### src/design/mrc_pkg.sv
`timescale 1ns / 1ps

package mrc_pkg;

    // Frame bounds
    localparam int MAX_FRAME = 256;
    localparam int CNT_W     = $clog2(MAX_FRAME + 2);
    localparam int HDR_LEN   = 7;

    // CRC-16/Modbus, reflected form
    localparam logic [15:0] CRC_POLY = 16'hA001;
    localparam logic [15:0] CRC_INIT = 16'hFFFF;

    // Function codes
    localparam logic [7:0] FN_READ  = 8'h03;
    localparam logic [7:0] FN_WRITE = 8'h10;

    // Minimum response lengths per mode
    localparam logic [CNT_W-1:0] READ_MIN_LEN  = CNT_W'(7);
    localparam logic [CNT_W-1:0] WRITE_MIN_LEN = CNT_W'(8);

    // Configuration register map (word index)
    localparam logic [1:0] REG_SLAVE    = 2'd0;
    localparam logic [1:0] REG_MODE     = 2'd1;
    localparam logic [1:0] REG_ADDRESS  = 2'd2;
    localparam logic [1:0] REG_QUANTITY = 2'd3;

    typedef enum logic [2:0] {
        VERDICT_OK        = 3'd0,
        VERDICT_SHORT     = 3'd1,
        VERDICT_SLAVE     = 3'd2,
        VERDICT_FUNCTION  = 3'd3,
        VERDICT_BYTECOUNT = 3'd4,
        VERDICT_CRC       = 3'd5,
        VERDICT_ADDR_QTY  = 3'd6,
        VERDICT_OVERLONG  = 3'd7
    } verdict_t;

    typedef struct packed {
        logic [7:0]  expected_slave;
        logic        write_mode;
        logic [15:0] expected_address;
        logic [15:0] expected_quantity;
    } cfg_t;

    typedef struct packed {
        verdict_t    verdict;
        logic [15:0] first_word;
        logic [15:0] second_word;
    } result_t;

    // One byte through the CRC, eight shift steps
    function automatic logic [15:0] crc_byte(input logic [15:0] crc, input logic [7:0] b);
        logic [15:0] c;
        c = crc ^ {8'h00, b};
        for (int k = 0; k < 8; k++) begin
            c = c[0] ? ((c >> 1) ^ CRC_POLY) : (c >> 1);
        end
        return c;
    endfunction

endpackage

### src/design/mrc_frame_check.sv
`timescale 1ns / 1ps

module mrc_frame_check
    import mrc_pkg::*;
(
    input  logic       aclk,
    input  logic       aresetn,
    input  cfg_t       cfg,
    input  logic       beat_en,
    input  logic [7:0] beat_byte,
    input  logic       beat_last,
    output result_t    result
);

    logic [CNT_W-1:0] count_reg, count_next;
    logic [15:0]      crc_reg, crc_next;
    logic [7:0]       tail_reg [2];
    logic [7:0]       tail_next [2];
    logic [7:0]       hdr_reg [HDR_LEN];
    logic [7:0]       hdr_next [HDR_LEN];
    logic [7:0]       hdr_cur [HDR_LEN];

    logic [CNT_W-1:0] len;
    logic [15:0]      crc_upd;
    logic [15:0]      rx_crc;
    logic [15:0]      w1, w2;
    logic             bc_short;

    // Per-byte updates: header capture, delayed CRC, saturating count
    always_comb begin
        len     = (count_reg < CNT_W'(MAX_FRAME + 1)) ? count_reg + CNT_W'(1) : count_reg;
        crc_upd = (count_reg >= CNT_W'(2)) ? crc_byte(crc_reg, tail_reg[1]) : crc_reg;
        rx_crc  = {beat_byte, tail_reg[0]};
        for (int i = 0; i < HDR_LEN; i++) begin
            hdr_cur[i] = (count_reg == CNT_W'(i)) ? beat_byte : hdr_reg[i];
        end
        bc_short = len < (CNT_W'(5) + CNT_W'(hdr_cur[2]));
    end

    // Verdict in check order per mode
    always_comb begin
        result.verdict = VERDICT_OK;
        if (cfg.write_mode) begin
            w1 = {hdr_cur[2], hdr_cur[3]};
            w2 = {hdr_cur[4], hdr_cur[5]};
            priority if (len > CNT_W'(MAX_FRAME))             result.verdict = VERDICT_OVERLONG;
            else if (len < WRITE_MIN_LEN)                     result.verdict = VERDICT_SHORT;
            else if (hdr_cur[0] != cfg.expected_slave)        result.verdict = VERDICT_SLAVE;
            else if (hdr_cur[1] != FN_WRITE)                  result.verdict = VERDICT_FUNCTION;
            else if (crc_upd != rx_crc)                       result.verdict = VERDICT_CRC;
            else if (w1 != cfg.expected_address || w2 != cfg.expected_quantity)
                                                              result.verdict = VERDICT_ADDR_QTY;
            else                                              result.verdict = VERDICT_OK;
        end else begin
            w1 = {hdr_cur[3], hdr_cur[4]};
            w2 = {hdr_cur[5], hdr_cur[6]};
            priority if (len > CNT_W'(MAX_FRAME))             result.verdict = VERDICT_OVERLONG;
            else if (len < READ_MIN_LEN)                      result.verdict = VERDICT_SHORT;
            else if (hdr_cur[0] != cfg.expected_slave)        result.verdict = VERDICT_SLAVE;
            else if (hdr_cur[1] != FN_READ)                   result.verdict = VERDICT_FUNCTION;
            else if (bc_short)                                result.verdict = VERDICT_BYTECOUNT;
            else if (crc_upd != rx_crc)                       result.verdict = VERDICT_CRC;
            else                                              result.verdict = VERDICT_OK;
        end
        result.first_word  = w1;
        result.second_word = w2;
    end

    // Advance frame state, clear it after the last beat
    always_comb begin
        count_next = count_reg;
        crc_next   = crc_reg;
        tail_next  = tail_reg;
        hdr_next   = hdr_reg;
        if (beat_en) begin
            if (beat_last) begin
                count_next = '0;
                crc_next   = CRC_INIT;
                tail_next  = '{8'd0, 8'd0};
                for (int i = 0; i < HDR_LEN; i++) hdr_next[i] = 8'd0;
            end else begin
                count_next   = len;
                crc_next     = crc_upd;
                tail_next[1] = tail_reg[0];
                tail_next[0] = beat_byte;
                hdr_next     = hdr_cur;
            end
        end
    end

    always_ff @(posedge aclk) begin
        if (!aresetn) begin
            count_reg <= '0;
            crc_reg   <= CRC_INIT;
            tail_reg  <= '{8'd0, 8'd0};
            for (int i = 0; i < HDR_LEN; i++) hdr_reg[i] <= 8'd0;
        end else begin
            count_reg <= count_next;
            crc_reg   <= crc_next;
            tail_reg  <= tail_next;
            hdr_reg   <= hdr_next;
        end
    end

endmodule
### config.mk
export PLATFORM = sky130hd
export DESIGN_NAME = mrc_frame_check
export DESIGN_NICKNAME = d
export VERILOG_FILES = /design/src/design/mrc_pkg.sv /design/src/design/mrc_frame_check.sv
export SDC_FILE = /design/constraint.sdc
export NUM_CORES = 1
export LEC_CHECK = 0
export ABC_AREA = 1
export BUFFER_PORTS_ARGS = -buffer_cell sky130_fd_sc_hd__buf_2
export CORE_ASPECT_RATIO = 0.6
export CORE_MARGIN = 1
export CORE_UTILIZATION = 41
export CTS_CLUSTER_DIAMETER = 80
export DETAILED_ROUTE_END_ITERATION = 10
export PLACE_DENSITY = 0.58
export SKIP_LAST_GASP = 1
export SLEW_MARGIN = 20
export SYNTH_ARGS = -nofsm -noshare
export SYNTH_HDL_FRONTEND = slang
export SYNTH_SLANG_ARGS = --single-unit
### constraint.sdc
create_clock -name aclk -period 5.7 [get_ports aclk]
set_input_delay 0.57 -clock aclk [delete_from_list [all_inputs] [get_ports aclk]]
set_output_delay 0.57 -clock aclk [all_outputs]
set_load 0.01 [all_outputs]
# Word level (Yosys, flattened, before mapping)

Cells that the tools add are included.
Widths: inputs -> output; s select.

Bits in registers: 97
Input port bits: 53
Output and inout bits: 35

Muxes and demuxes: 36
Reduce and logical (&&, ||, !) cells: 2
Equality and inequality tests: 12
Bitwise operators: 9
$lt $le $gt $ge: 6
$add $sub $neg: 2

Operators with widths:

| kind                | number |
|---|---|
| $mux 16             | 13 |
| $mux 56             | 1 |
| $mux 8              | 7 |
| $ne 16x16->1        | 3 |
| $mux 3              | 13 |
| $eq 9x3->1 const B  | 3 |
| $not 2->3           | 8 |
| $eq 9x2->1 const B  | 2 |
| $mux 9              | 2 |
| $xor 16x8->16       | 1 |
| $add 3x8->9 const A | 1 |
| $add 9x1->9 const B | 1 |
| $eq 9x1->1 const B  | 1 |
| $ge 9x2->1 const B  | 1 |
| $gt 9x9->1 const B  | 1 |
| $logic_not 9->1     | 1 |
| $lt 9x3->1 const B  | 1 |
| $lt 9x4->1 const B  | 1 |
| $lt 9x9->1          | 1 |
| $lt 9x9->1 const B  | 1 |
| $ne 8x2->1 const B  | 1 |
| $ne 8x5->1 const B  | 1 |
| $ne 8x8->1          | 1 |
| $logic_or 1x1->1    | 1 |

# Longest topological paths before layout

Word-level depth: 26
Depth in mapped cells: 28
Mapped depth without buffers: 26

# Worst setup path after synthesis

OpenSTA, ideal clock, no wires.

Path kind: reg-to-output
Start: reg count_reg[0]
End: out result[32] (netlist bit)
Stages on the path, launching flop included: 28
Data arrival time: 3,277 ps
Setup slack: 1,853 ps
Required time: 5,130 ps
Cells stage by stage: dfxtp_1 > inv_1 > ha_1 > nand2_1 > nor2_2 > nand2_2 > buf_6 > buf_6 > nand2_1 > o21ai_1 > inv_1 > ha_1 > inv_1 > nand2_1 > nand2_1 > nor3b_1 > xor2_1 > ha_1 > a21oi_1 > nor2_1 > a2111oi_0 > nand2_1 > nand2_1 > nand2_1 > nand2_1 > nand2_1 > nand2_1 > nand2_1

RTL lines:

| item                   | line                  | source |
|---|---|---|
| from (decl)            | mrc_frame_check.sv:15 | `logic [CNT_W-1:0] count_reg, count_next;` |
| from (signal assigned) | mrc_frame_check.sv:98 | `count_reg <= count_next;` |
| to (decl)              | mrc_frame_check.sv:12 | `output result_t result` |

==> results.toml <==
[timing]
grt_setup_unrepaired = "false"
timing.final.max_slew_violations = 0
timing_hold_violations_final = 0
fin_crit_ns = 4.81
finalCritPeriodShare = 0.843
worstMarginPinSlew_ns = 1.10
fin_hold_ws_ns = 0.465
slew-limit-headroom = 0.259
max_freq_mhz = 208
totalNegativeSetupSlack_ns = 0
skew_ns = 0.0125
setup_viol_count_final = 0

[worst_setup_path]
critical_path_maximum_fanout = 17
critPathCaptureType = "output port"
cpMaxStageDelayCell = "a2111oi_0"
critical_path.most_common_cell = "nand2_1"
worst_setup_path_start_kind = "flop"
critical_path_arrival_ns = 4.24
timing.critical_path.max_delay_family = "simple AND/OR/NAND/NOR gates"
cpPeakStageDelay_ns = 0.35
timing.setup.critical_path_class = "reg2out"
cp.buffers_inverters = 4
cp.required_ns = 5.13

[routing]
dr_total_vias = 7036
drc = 0
postRouteAntennaNets = 0
routedWlPerCell_um = 16.2
drt_wl_total_um = 22000
drt-vias-per-instance = 5.18
number_of_violations_reported_at_the_end_of_detailed_routing_iteration_0 = 608
drt-pass1-iter-count = 6

[final_layout]
number_of_flip_flops_in_the_largest_register = 56
n_antenna_cell = 0
layout.cells.most_common_list = "392 x nand2_1, 116 x inv_1, 97 x dfxtp_1, 87 x buf_2, 78 x a21oi_1"
final_design_area_no_fill_mm2 = 0.00754
most_common_library_cell_in_the_layout_ignoring_fill_and_taps = "nand2_1"
final_cells = 1357
final_core_utilization = 0.481
layout.nets = 1216
layout-drive-gt1-share = 0.135
relative_area_change_from_synthesis_to_final_layout_pct = 12.2

[logic_synthesis]
netlist_area_mm2 = 0.00673
ys_warn_count = 0
synth_top_area_share = 0.289
synth_area_leaders = "dfxtp_1 29%, nand2_1 22%, inv_1 6.5%"
synth_cells = 1096
synth.yosys.seq_area_share = 0.289
synth_largest_area_cell = "dfxtp_1"
yosys.cell_types.count = 43
ys_ff_latch = 97
syn_area_per_cell_um2 = 6.14
synthesis.nets = 1162

[floorplan]
total_die_area_mm2 = 0.0169
core_region_area_mm2 = 0.0157
floorplan.initialDensity = 0.429
chipHeight_um = 101
dieWidth_um = 167
placementRows = 35
design.portCount = 88

[cts]
clk_pin_slew_ns = 0.07
cts.repair.resized = 0
cts_inserted_buffers = 9
cts.hold.buffers_added = 0
numClockSinks = 97
root_buffer = "clkbuf_16"
max-clock-path-buffers = 2
cts_htree_levels = 3
worst_skew_pair.late_latency_ns = 0.35
postCtsSetupBuffers = 0
tritoncts = "done"

[global_route]
grt-ovfl-total = 0
globalRoute.busiestLayer = "met1"
grt_util_all_layers = 0.266
first_pass_grt_wire_length_um = 34600
grt_util_met1 = 0.426
grt_pass1_vias = 6134
grt_antenna_before_repair = 1
maximum_number_of_pins_on_one_net_before_global_route_repair = 75
grt.met2_usage = 0.366
met3_usage = 0.0465

[run]
maxCapViolations = 0

[placed_design]
portBuffers = 87
dpl.cell_count = 1342
sum_of_net_half_perimeters_after_detailed_placement_um = 15700
placement.cell_area_mm2 = 0.00723
place_congestion = 0.902

[pwr]
powerDensity_mw_per_mm2 = 208
leakagePower_nw = 3.42
ir_drop_uv = 128

[status]
run_status = "finished clean"

[min_path]
holdCritPathClass = "reg2reg"
-- cell type report --
cell class	count	area (um^2)
multi-input combinational	822	4070
clock buffer	9	225
tap	203	254
clock inverter	6	92.6
timing repair buffer	94	488
sequential	97	1940
fill	1698	8130
inverter	126	474
-- cells by family after synthesis --
group | Yosys count | synth area share
compound gates | 205 | 0.170
xor+xnor | 51 | 0.0664
fa+ha+maj | 13 | 0.0242
buf+inv | 177 | 0.108
flops | 97 | 0.289
mux | 1 | 0.00149
simple gates | 552 | 0.342
-- layer usage --
layer,wire length [um],part of all wire
met1,12100,0.55
met5,0,0
met3,1430,0.065
met2,8360,0.38
met4,116,0.0053
-- final timing paths --
path	startpoint	cells after the start	slack [ns]	endpoint
worst max-delay path	count_reg[0]$_SDFFE_PN0P_	26	0.89	result[32]
worst min-delay path	hdr_reg[38]$_SDFFE_PN0P_	2	0.47	hdr_reg[38]$_SDFFE_PN0P_
worst max register to register	count_reg[0]$_SDFFE_PN0P_	13	3.15	crc_reg[0]$_SDFFE_PN1P_
worst min register to register	hdr_reg[38]$_SDFFE_PN0P_	2	0.47	hdr_reg[38]$_SDFFE_PN0P_
-- worst reg2reg max path, delay by kind of cell, from the launching register on --
kind	cells	cell delay, ns
simple gates	7	1.03
buf+inv	2	0.43
flops	1	0.38
compound gates	3	0.34
fa+ha+maj	1	0.22
-- power by group --
group	total (mW)	internal [mW]	switching, mW
clock	0.669	0.385	0.284
combinational	0.209	0.0629	0.146
sequential	0.694	0.686	0.00748
-- cells in the mapped netlist (all sizes together) --
library cell / count
a2111oi: 1
a211oi: 1
a21oi: 79
a31oi: 1
a41oi: 1
buf: 15
clkbuf: 36
clkinv: 3
dfxtp: 97
ha: 13
inv: 123
mux2i: 1
nand2: 397
nand3: 56
nand3b: 4
nand4: 8
nor2: 59
nor3: 10
nor3b: 1
nor4: 3
o2111ai: 1
o211ai: 3
o21a: 2
o21ai: 87
o22ai: 28
o311ai: 1
or2: 14
xnor2: 19
xor2: 32
-- per-stage QoR --
| step | worst slack (ns) | total power [mW] |
|---|---|---|
| CTS | 0.862 | 1.58 |
| global placement | 1.33 | 0.916 |
| detailed placement | 1.24 | 0.915 |
| floorplan | 1.85 | 0.840 |
| global route | 0.377 | 1.63 |
| finish | 0.894 | 1.57 |
No activity file was read; power rests on OpenSTA's default activity.
